`config.mk`:
```
export PLATFORM = sky130hd
export DESIGN_NAME = string_to_long_parser_top
export DESIGN_NICKNAME = d
export VERILOG_FILES = /design/src/design/stlp_pkg.sv /design/src/design/stlp_front.sv /design/src/design/stlp_queue.sv /design/src/design/stlp_back.sv /design/src/design/string_to_long_parser_top.sv
export SDC_FILE = /design/constraint.sdc
export NUM_CORES = 1
export LEC_CHECK = 0
export ABC_AREA = 1
export BUFFER_PORTS_ARGS = -buffer_cell sky130_fd_sc_hd__buf_2
export CAP_MARGIN = 40
export CORE_ASPECT_RATIO = 1.4
export CORE_MARGIN = 2
export CORE_UTILIZATION = 50
export DETAILED_ROUTE_END_ITERATION = 6
export PLACE_DENSITY = 0.67
export SYNTH_ARGS = -nofsm -noshare
export SYNTH_HDL_FRONTEND = slang
export SYNTH_SLANG_ARGS = --single-unit
```
`constraint.sdc`:
```
create_clock -name clk -period 6.4 [get_ports clk]
set_input_delay 0.64 -clock clk [delete_from_list [all_inputs] [get_ports clk]]
set_output_delay 0.64 -clock clk [all_outputs]
set_load 0.05 [all_outputs]
```
`src/design/stlp_pkg.sv`:
```
`default_nettype none
package stlp_pkg;

  // Width of the saturating character offset counter
  localparam int OFFSET_BITS = 16;
  localparam logic [OFFSET_BITS-1:0] COUNT_MAX = {OFFSET_BITS{1'b1}};

  // Depth of the request queue between front and back
  localparam int Q_DEPTH = 4;
  localparam int Q_PTR_W = $clog2(Q_DEPTH);
  localparam int Q_CNT_W = $clog2(Q_DEPTH + 1);

  // Radix constants
  localparam logic [5:0] RADIX_AUTO = 6'd0;
  localparam logic [5:0] RADIX_OCT  = 6'd8;
  localparam logic [5:0] RADIX_DEC  = 6'd10;
  localparam logic [5:0] RADIX_HEX  = 6'd16;

  // Character codes
  localparam logic [7:0] CH_SPACE = 8'h20;
  localparam logic [7:0] CH_TAB   = 8'h09;
  localparam logic [7:0] CH_LF    = 8'h0A;
  localparam logic [7:0] CH_PLUS  = 8'h2B;
  localparam logic [7:0] CH_MINUS = 8'h2D;
  localparam logic [7:0] CH_ZERO  = 8'h30;
  localparam logic [7:0] CH_NINE  = 8'h39;
  localparam logic [7:0] CH_LC_A  = 8'h61;
  localparam logic [7:0] CH_LC_Z  = 8'h7A;
  localparam logic [7:0] CH_UC_A  = 8'h41;
  localparam logic [7:0] CH_UC_Z  = 8'h5A;
  localparam logic [7:0] CH_LC_X  = 8'h78;
  localparam logic [7:0] CH_UC_X  = 8'h58;

  // Digit value of a character that is not a letter or decimal digit
  localparam logic [6:0] DIGIT_NONE = 7'h7F;

  typedef enum logic [2:0] {
    PH_IDLE,
    PH_LEAD,
    PH_PREFIX,
    PH_ZERO,
    PH_DIGITS
  } phase_t;

  typedef enum logic {
    OP_MAC,
    OP_EMIT
  } op_t;

  // One request from front to back
  typedef struct packed {
    op_t                    op;
    logic                   fresh;   // accumulator starts from zero
    logic                   neg;
    logic [5:0]             radix;
    logic [5:0]             digit;
    logic [OFFSET_BITS-1:0] offset;
  } req_t;

  // Map a character to its digit value, DIGIT_NONE if it has none
  function automatic logic [6:0] digit_of(logic [7:0] c);
    logic [7:0] d;
    d = 8'(DIGIT_NONE);
    if (c >= CH_ZERO && c <= CH_NINE) begin
      d = c - CH_ZERO;
    end else if (c >= CH_LC_A && c <= CH_LC_Z) begin
      d = c - CH_LC_A + 8'd10;
    end else if (c >= CH_UC_A && c <= CH_UC_Z) begin
      d = c - CH_UC_A + 8'd10;
    end
    return d[6:0];
  endfunction

endpackage
`default_nettype wire

```
`src/design/stlp_front.sv`:
```
`default_nettype none
module stlp_front
  import stlp_pkg::*;
(
  input  wire logic       clk,
  input  wire logic       rst,
  input  wire logic       in_valid,
  output logic            in_ready,
  input  wire logic [7:0] ch,
  input  wire logic       first,
  input  wire logic [5:0] base,
  input  wire logic       q_ready,
  output logic            q_push,
  output req_t            q_req
);

  phase_t                 phase, phase_next;
  logic [5:0]             radix, radix_next;
  logic                   neg, neg_next;
  logic [OFFSET_BITS-1:0] count, count_next;
  logic                   fresh, fresh_next;

  phase_t                 eff_phase;
  logic [5:0]             eff_radix;
  logic                   eff_neg;
  logic [OFFSET_BITS-1:0] eff_count;
  logic [OFFSET_BITS-1:0] count_adv;
  logic                   eff_fresh;
  logic                   accept;
  logic                   c_ws, c_sign, c_zero, c_x;
  logic                   zero_prefix;
  logic [5:0]             dig_radix;
  logic [6:0]             dig;
  logic                   dig_ok;

  assign in_ready = q_ready;
  assign accept   = in_valid && in_ready;

  // Start a new string when first is set
  assign eff_phase = first ? PH_LEAD : phase;
  assign eff_radix = first ? base : radix;
  assign eff_neg   = first ? 1'b0 : neg;
  assign eff_count = first ? '0 : count;
  assign eff_fresh = first ? 1'b1 : fresh;
  assign count_adv = (eff_count == COUNT_MAX) ? eff_count : eff_count + 1'b1;

  // Classify the character
  assign c_ws   = (ch == CH_SPACE) || (ch == CH_TAB) || (ch == CH_LF);
  assign c_sign = (ch == CH_PLUS) || (ch == CH_MINUS);
  assign c_zero = (ch == CH_ZERO);
  assign c_x    = (ch == CH_LC_X) || (ch == CH_UC_X);
  assign dig    = digit_of(ch);
  assign zero_prefix = c_zero && (eff_radix == RADIX_AUTO || eff_radix == RADIX_HEX);

  // Pick the radix that applies if this character is taken as a digit
  always_comb begin
    dig_radix = eff_radix;
    unique case (eff_phase)
      PH_LEAD, PH_PREFIX: begin
        if (eff_radix == RADIX_AUTO) dig_radix = RADIX_DEC;
      end
      PH_ZERO: begin
        if (eff_radix == RADIX_AUTO) dig_radix = RADIX_OCT;
      end
      default: dig_radix = eff_radix;
    endcase
  end

  assign dig_ok = dig < {1'b0, dig_radix};

  // Next phase
  always_comb begin
    phase_next = eff_phase;
    unique case (eff_phase)
      PH_LEAD: begin
        if (c_ws) phase_next = PH_LEAD;
        else if (c_sign) phase_next = PH_PREFIX;
        else if (zero_prefix) phase_next = PH_ZERO;
        else phase_next = dig_ok ? PH_DIGITS : PH_IDLE;
      end
      PH_PREFIX: begin
        if (zero_prefix) phase_next = PH_ZERO;
        else phase_next = dig_ok ? PH_DIGITS : PH_IDLE;
      end
      PH_ZERO: begin
        if (c_x) phase_next = PH_DIGITS;
        else phase_next = dig_ok ? PH_DIGITS : PH_IDLE;
      end
      PH_DIGITS: phase_next = dig_ok ? PH_DIGITS : PH_IDLE;
      default:   phase_next = PH_IDLE;
    endcase
  end

  // Outputs: request to the back and updates of the string state
  always_comb begin
    radix_next   = eff_radix;
    neg_next     = eff_neg;
    count_next   = eff_count;
    fresh_next   = eff_fresh;
    q_push       = 1'b0;
    q_req.op     = OP_MAC;
    q_req.fresh  = eff_fresh;
    q_req.neg    = eff_neg;
    q_req.radix  = dig_radix;
    q_req.digit  = dig[5:0];
    q_req.offset = eff_count;
    unique case (eff_phase)
      PH_IDLE: begin
        q_push = 1'b0;
      end
      PH_LEAD, PH_PREFIX, PH_ZERO, PH_DIGITS: begin
        if (eff_phase == PH_LEAD && c_ws) begin
          count_next = count_adv;
        end else if (eff_phase == PH_LEAD && c_sign) begin
          neg_next   = (ch == CH_MINUS);
          count_next = count_adv;
        end else if ((eff_phase == PH_LEAD || eff_phase == PH_PREFIX) && zero_prefix) begin
          count_next = count_adv;
        end else if (eff_phase == PH_ZERO && c_x) begin
          radix_next = RADIX_HEX;
          count_next = count_adv;
        end else if (dig_ok) begin
          radix_next = dig_radix;
          count_next = count_adv;
          fresh_next = 1'b0;
          q_push     = accept;
          q_req.op   = OP_MAC;
        end else begin
          radix_next = dig_radix;
          q_push     = accept;
          q_req.op   = OP_EMIT;
        end
      end
      default: q_push = 1'b0;
    endcase
  end

  // Hold the string state between characters
  always_ff @(posedge clk) begin
    if (rst) begin
      phase <= PH_IDLE;
      radix <= '0;
      neg   <= 1'b0;
      count <= '0;
      fresh <= 1'b1;
    end else if (accept) begin
      phase <= phase_next;
      radix <= radix_next;
      neg   <= neg_next;
      count <= count_next;
      fresh <= fresh_next;
    end
  end

endmodule
`default_nettype wire

```
`src/design/stlp_queue.sv`:
```
`default_nettype none
module stlp_queue
  import stlp_pkg::*;
(
  input  wire logic clk,
  input  wire logic rst,
  input  wire logic push,
  input  wire req_t push_req,
  output logic      push_ready,
  input  wire logic pop,
  output logic      head_valid,
  output req_t      head_req
);

  req_t               slots [Q_DEPTH];
  logic [Q_PTR_W-1:0] wr_ptr, rd_ptr;
  logic [Q_CNT_W-1:0] count;

  assign push_ready = (count != Q_CNT_W'(Q_DEPTH));
  assign head_valid = (count != '0);
  assign head_req   = slots[rd_ptr];

  // Store a request
  always_ff @(posedge clk) begin
    if (push) begin
      slots[wr_ptr] <= push_req;
    end
  end

  // Advance pointers and fill count
  always_ff @(posedge clk) begin
    if (rst) begin
      wr_ptr <= '0;
      rd_ptr <= '0;
      count  <= '0;
    end else begin
      if (push) wr_ptr <= (wr_ptr == Q_PTR_W'(Q_DEPTH - 1)) ? '0 : wr_ptr + 1'b1;
      if (pop)  rd_ptr <= (rd_ptr == Q_PTR_W'(Q_DEPTH - 1)) ? '0 : rd_ptr + 1'b1;
      if (push && !pop) count <= count + 1'b1;
      else if (pop && !push) count <= count - 1'b1;
    end
  end

  a_count_bound: assert property (@(posedge clk) disable iff (rst)
    count <= Q_CNT_W'(Q_DEPTH))
    else $error("request queue count beyond depth");

  a_no_overflow: assert property (@(posedge clk) disable iff (rst)
    push && !pop |-> push_ready)
    else $error("request pushed into a full queue");

  a_no_underflow: assert property (@(posedge clk) disable iff (rst)
    pop |-> head_valid)
    else $error("request popped from an empty queue");

endmodule
`default_nettype wire

```
`src/design/stlp_back.sv`:
```
`default_nettype none
module stlp_back
  import stlp_pkg::*;
(
  input  wire logic         clk,
  input  wire logic         rst,
  input  wire logic         head_valid,
  input  wire req_t         head_req,
  output logic              pop,
  output logic              out_valid,
  input  wire logic         out_ready,
  output logic signed [63:0] value,
  output logic [15:0]       end_offset
);

  logic [63:0] acc;
  logic [63:0] acc_base;
  logic [63:0] acc_next;
  logic [63:0] result;
  logic        out_free;

  // Room in the output register when empty or being taken
  assign out_free = !out_valid || out_ready;
  assign pop      = head_valid && (head_req.op == OP_MAC || out_free);

  // One multiply-add per digit
  assign acc_base = head_req.fresh ? '0 : acc;
  assign acc_next = acc_base * {58'd0, head_req.radix} + {58'd0, head_req.digit};
  assign result   = head_req.neg ? (64'd0 - acc_base) : acc_base;

  always_ff @(posedge clk) begin
    if (pop && head_req.op == OP_MAC) begin
      acc <= acc_next;
    end
  end

  // Hold the result until taken
  always_ff @(posedge clk) begin
    if (rst) begin
      out_valid <= 1'b0;
    end else if (pop && head_req.op == OP_EMIT) begin
      out_valid <= 1'b1;
    end else if (out_ready) begin
      out_valid <= 1'b0;
    end
  end

  always_ff @(posedge clk) begin
    if (pop && head_req.op == OP_EMIT) begin
      value      <= result;
      end_offset <= 16'(head_req.offset);
    end
  end

  a_emit_shows: assert property (@(posedge clk) disable iff (rst)
    pop && head_req.op == OP_EMIT |=> out_valid)
    else $error("emitted result not presented");

  a_emit_waits: assert property (@(posedge clk) disable iff (rst)
    head_valid && head_req.op == OP_EMIT && out_valid && !out_ready |-> !pop)
    else $error("result overwritten while stalled");

  a_mac_free: assert property (@(posedge clk) disable iff (rst)
    head_valid && head_req.op == OP_MAC |-> pop)
    else $error("digit request stalled");

endmodule
`default_nettype wire

```
`src/design/string_to_long_parser_top.sv`:
```
`default_nettype none
// String-to-integer parser, one character per cycle unless the queue is full.
// Input channel (in_valid/in_ready): one character per request in ch. A request
// with first set starts a new string and samples base (0 detects the radix from
// a 0x or 0 prefix). Leading blanks, one sign and a hex prefix are consumed, then
// digits are accumulated into a 64-bit value that wraps on overflow.
// Output channel (out_valid/out_ready): one request per parsed string, issued for
// the character that ends the parse: the signed value and end_offset, the index
// of that character, saturating.
// Throughput: one character per cycle unless the request queue is full. The front classifies each
// character in the cycle it is accepted; the back does one 64x6 multiply-add per
// digit per cycle.
// Result path: the request for the stopping character passes through the request
// queue, then the output register, before the result is presented.
// Stall: a result waits in the output register while out_ready is low; digits
// behind it keep flowing and further characters are accepted until the 4-entry
// request queue is full, when in_ready drops.
// Reset: rst is synchronous; it empties the queue and output and leaves the
// block waiting for a first character.
module string_to_long_parser_top
  import stlp_pkg::*;
(
  input  wire logic          clk,
  input  wire logic          rst,
  input  wire logic          in_valid,
  output logic               in_ready,
  input  wire logic [7:0]    ch,
  input  wire logic          first,
  input  wire logic [5:0]    base,
  output logic               out_valid,
  input  wire logic          out_ready,
  output logic signed [63:0] value,
  output logic [15:0]        end_offset
);

  logic q_ready;
  logic q_push;
  req_t q_req;
  logic head_valid;
  req_t head_req;
  logic pop;

  stlp_front u_front (
    .clk      (clk),
    .rst      (rst),
    .in_valid (in_valid),
    .in_ready (in_ready),
    .ch       (ch),
    .first    (first),
    .base     (base),
    .q_ready  (q_ready),
    .q_push   (q_push),
    .q_req    (q_req)
  );

  stlp_queue u_queue (
    .clk        (clk),
    .rst        (rst),
    .push       (q_push),
    .push_req   (q_req),
    .push_ready (q_ready),
    .pop        (pop),
    .head_valid (head_valid),
    .head_req   (head_req)
  );

  stlp_back u_back (
    .clk        (clk),
    .rst        (rst),
    .head_valid (head_valid),
    .head_req   (head_req),
    .pop        (pop),
    .out_valid  (out_valid),
    .out_ready  (out_ready),
    .value      (value),
    .end_offset (end_offset)
  );

endmodule
`default_nettype wire

```
After elaboration in Yosys (flattened, before gate mapping)
Memory sizes are Yosys's and may differ from the RTL's. A register that Yosys moved wholly into a read port is not among the register bits. Cells that the tools add are included.

Equality and inequality tests: 17. Multipliers: 1. Bitwise logic cells: 1. Magnitude comparators: 7. Add/subtract/negate cells: 12. Reductions and logical operators: 31. Mux-type cells: 61.

Operators by type and width (count): two-way mux 16 bit (8); two-way mux 64 bit (2); adder 64 x 6 -> 64 bit (1); multiplier 64 x 6 -> 64 bit (1); subtractor 1 x 64 -> 64 bit, first input constant (1); two-way mux 6 bit (8); == test 8 x 6 -> 1 bit, second input constant (4); two-way mux 1 bit (26); two-way mux 3 bit (8); two-way mux 7 bit (3); adder 16 x 1 -> 16 bit, second input constant (1); == test 16 bit, second input constant (1); == test 8 x 4 -> 1 bit, second input constant (2); == test 8 x 7 -> 1 bit, second input constant (2); greater-or-equal comparator 8 x 7 -> 1 bit, second input constant (2); less-or-equal comparator 8 x 7 -> 1 bit, second input constant (2); adder 7 x 4 -> 7 bit, second input constant (2); logical AND 1 bit (14); subtractor 7 bit, second input constant (2); one-hot mux 3 bit (4 select lines) (1); one-hot mux 6 bit (2 select lines) (1); greater-or-equal comparator 8 x 6 -> 1 bit, second input constant (1); less-or-equal comparator 8 x 6 -> 1 bit, second input constant (1); logical OR 1 bit (8); 19 further kinds (28).

Output and inout bits: 82. Bits of input ports: 19. Logic and storage cells: 143. Memories kept: 1. Bits in writable memories: 124. Flip-flop bits (word level): 179.

Memory list: u_queue.slots (depth 4, width 31, rd ports 1, clocked after Yosys merged registers in 1, wr ports 1, RTL line stlp_queue.sv:15) `req_t slots [Q_DEPTH];`.

Logic depth before layout (Yosys ltp)
Depth in word-level cells: 13. Depth in mapped cells: 29. Mapped depth without buffers: 27.

Hierarchy
From an unflattened synthesis, not the netlist that was laid out.

Cells, all modules: 3541. Area, all modules: 28053.2 um^2.

Modules (own cells, without submodules): stlp_back (times used 1, sequential area each 4344.2 um^2, area each 20130.6 um^2, cells an instance 2702); stlp_queue (times used 1, sequential area each 3903.7 um^2, area each 5101.1 um^2, cells an instance 360); stlp_front (times used 1, sequential area each 540.5 um^2, area each 2821.5 um^2, cells an instance 479).

Worst setup path before layout
No wires, ideal clock.

Path kind: reg-to-reg. Start: reg (tool-made name). End: reg u_back.acc[42], data pin. Path buffers: 3. Arrival time: 5459 ps. Stages on the path, launching flop included: 23. Setup slack: 678 ps. Data required time: 6138 ps. Period minus slack after synthesis: 5722 ps. Library setup time: 262 ps. Cells stage by stage: dfxtp_1 inv_1 buf_2 a32oi_2 inv_1 clkbuf_1 buf_1 nor2_1 fa_1 inv_1 fa_1 inv_1 fa_1 fa_1 ha_1 a21oi_1 a21boi_0 o21ai_0 a21oi_1 o21ai_0 a21oi_1 o21bai_1 xor2_1.

RTL lines: end signal: assignment (RTL line stlp_back.sv:33) `acc <= acc_next;`; end: declaration (RTL line stlp_back.sv:16) `logic [63:0] acc;`.

==> results.yml <==
sta:
  slew_viol_final: 0
  slew_headroom_pct: 46.1
  setup_tns_ns: 0
  fmax_mhz: 164
  layout_setup_ws_ns: 0.309
  rsz0062_at_grt: "no"
  fin_crit_sh_pct: 95.2
  hold_viol: 0
  finClkSkew_ns: 0.0374
  setup_viol: 0
  tightest_slew_ns: 0.805
  period_minus_slack_ns: 6.09
clock_tree:
  clk_path_buf_depth: 3
  htreeDepth: 2
  cts_setup_buffers: 0
  cts_root_buf: "clkbuf_16"
  cts_made_buffers: 35
  cts.sink_count: 305
  postCtsHoldBufs: 0
  cts_tree: "built"
  cts_resized: 0
  clk_latency_ns: 0.57
  path_clk_slew_ns: 0.06
global_route:
  grt_max_degree: 58
  antenna_found_initial: 1
  globalRouteTotalUtil_pct: 29.4
  grt_pass1_wl_mm: 121
  grt_pass1_vias: 22400
  overflow: 0
layout:
  area_delta_synth_final_pct: 10.6
  final_cell_mix: "nor2_1, nand2_1, inv_1"
  diodes: 0
  fillers: 4685
  final_nets: 3426
  layout_commonest_cell: "nor2_1"
  drive_gt1_share_pct: 11.9
detailed_routing:
  wire_per_inst_um: 20.8
  detail_route.iter0.violations: 1109
  viasPerCell: 5.67
  finalWirelength_mm: 77.0
  drc: 0
  first_pass_iters: 6
  vias: 20900
  postRouteAntennaNets: 0
setup_path:
  cp-end-kind: "register"
  worstPathArrival_ns: 6.41
  critical_path.startpoint_type: "register"
  critPathRequiredTime_ns: 6.72
  path_class: "register to register"
  crit_fanout: 34
logic_synthesis:
  syn_nets: 3300
  synth_top_area_share_pct: 31.0
  ys_seq_area_share_pct: 33.8
  synth_area_per_cell_sq_um: 9.00
  synthTopCellsByArea: "edfxtp_1, fa_1, nor2_1, ha_1, nand2_1"
  synth_cell_types: 62
  syn_inst: 2890
  ys_ff_latch: 305
  synth_area_sq_um: 26000
  yosysWarnings: 0
  yosys.area.top_type: "edfxtp_1"
placement:
  dp_hpwl_mm: 60.9
  numPortBuffers: 100
  dpl_worst_slack_ns: 0.126
  gp_congestion: 1.01
floorplanning:
  num_rows: 98
  io_pins: 101
  fp.dieH_um: 274
  start_util_pct: 50.7
  dieArea_sq_um: 53900
  die_w_um: 197
  core_area_sq_um: 51300
flow_run:
  max_cap_viol_count: 0
hold_path:
  hold_class: "primary input to register"
run_status:
  status: "finished clean"
==> worst paths after layout <==
path                        to  slack (ns)         startpoint  cells past startpoint
min reg2reg  u_front.count[12]        0.47  u_front.count[12]                      2
min           u_back.out_valid        0.44          out_ready                      4
max reg2reg     u_back.acc[50]        0.31           register                     22
max             u_back.acc[50]        0.31           register                     22
==> worst max-delay path, stage by stage, from the launching register on <==
cell and delay (ns):
dfxtp_2 0.40, inv_6 0.07, nand2_1 0.08, nand3_2 0.08, nand2_4 0.23, buf_16 0.28, nand2_1 0.30, buf_4 0.25
nor2_1 0.13, fa_1 0.45, fa_1 0.49, fa_1 0.52, ha_1 0.32, ha_1 0.37, nand2_1 0.15, inv_1 0.05
a21oi_1 0.38, o21ai_0 0.30, buf_4 0.23, a221oi_1 0.27, o21ai_0 0.13, buf_4 0.18, xor2_1 0.14
==> layout make-up <==
| class | count | area, sq um | share of cell area [%] |
|---|---|---|---|
| Inverter | 296 | 1120 | 3.89 |
| Multi-Input combinational cell | 2209 | 15800 | 54.8 |
| Clock inverter | 23 | 218 | 0.757 |
| Timing Repair Buffer | 169 | 1130 | 3.95 |
| Clock buffer | 41 | 930 | 3.23 |
| Sequential cell | 305 | 8790 | 30.6 |
| Tap cell | 650 | 813 | 2.83 |
==> Yosys cell counts, drive strengths merged <==
| master | instances |
|---|---|
| nor2 | 616 |
| nand2 | 474 |
| inv | 295 |
| edfxtp | 268 |
| fa | 241 |
| o21ai | 173 |
| ha | 150 |
| a21oi | 149 |
| xor2 | 91 |
| nand3 | 90 |
| buf | 47 |
| xnor2 | 41 |
| dfxtp | 37 |
| clkbuf | 33 |
| nand4 | 28 |
| nor3 | 22 |
| o22ai | 21 |
| a31oi | 18 |
| nor4 | 14 |
| or2 | 13 |
| a32oi | 7 |
| o2111ai | 7 |
| o21bai | 7 |
| a21o | 6 |
| o211ai | 6 |
| a21boi | 5 |
| o21a | 5 |
| nand3b | 4 |
| a221oi | 3 |
| and3 | 3 |
| o31ai | 3 |
| nor2b | 2 |
| o311ai | 2 |
| a211oi | 1 |
| a22oi | 1 |
| a32o | 1 |
| clkinv | 1 |
| mux2i | 1 |
| o211a | 1 |
| o221a | 1 |
| o41ai | 1 |
| or3 | 1 |
==> registers in the layout, summed over array words and instances (netlist names), 3 cells and up, named ones only <==
signal,count
u_queue.count,3
u_front.phase,3
u_back.end_offset,16
u_back.value,64
u_front.count,16
u_front.radix,6
u_queue.slots,124
u_back.acc,64
==> layer usage <==
metal  vias to the layer above  routed length [um]  track usage, %
li1                       9787                   -               -
met1                     10200               27500            31.0
met2                       714               40600            54.5
met3                       238                4250            5.42
met4                         0                4620            16.6
met5                         -                   0               0
==> metrics by stage <==
stage / cell area [sq um] / instances / utilization [%] / hold slack, ns
5_1_grt: 28800 / 3693 / 56.1 / 0.447
3_3_place_gp: 27500 / 3626 / 53.7 / 0.443
2_1_floorplan: 26000 / 2890 / - / 0.433
4_1_cts: 28700 / 3693 / 56.0 / 0.413
6_report: 28800 / 3693 / 56.1 / 0.440
3_5_place_dp: 27600 / 3629 / 53.8 / 0.455
==> cells by family after synthesis <==
logic type / share of synthesized area, %
and+or+nand+nor: 20.9
adders and majority gates: 25.8
DFF: 33.8
xor gates and xnor gates: 4.45
AOI/OAI and AO/OA: 9.10
muxes: 0.0385
buffers and inverters: 5.90
Power is not shown: default switching activity piles up to over one toggle a cycle in this logic, so the estimate is an artifact.
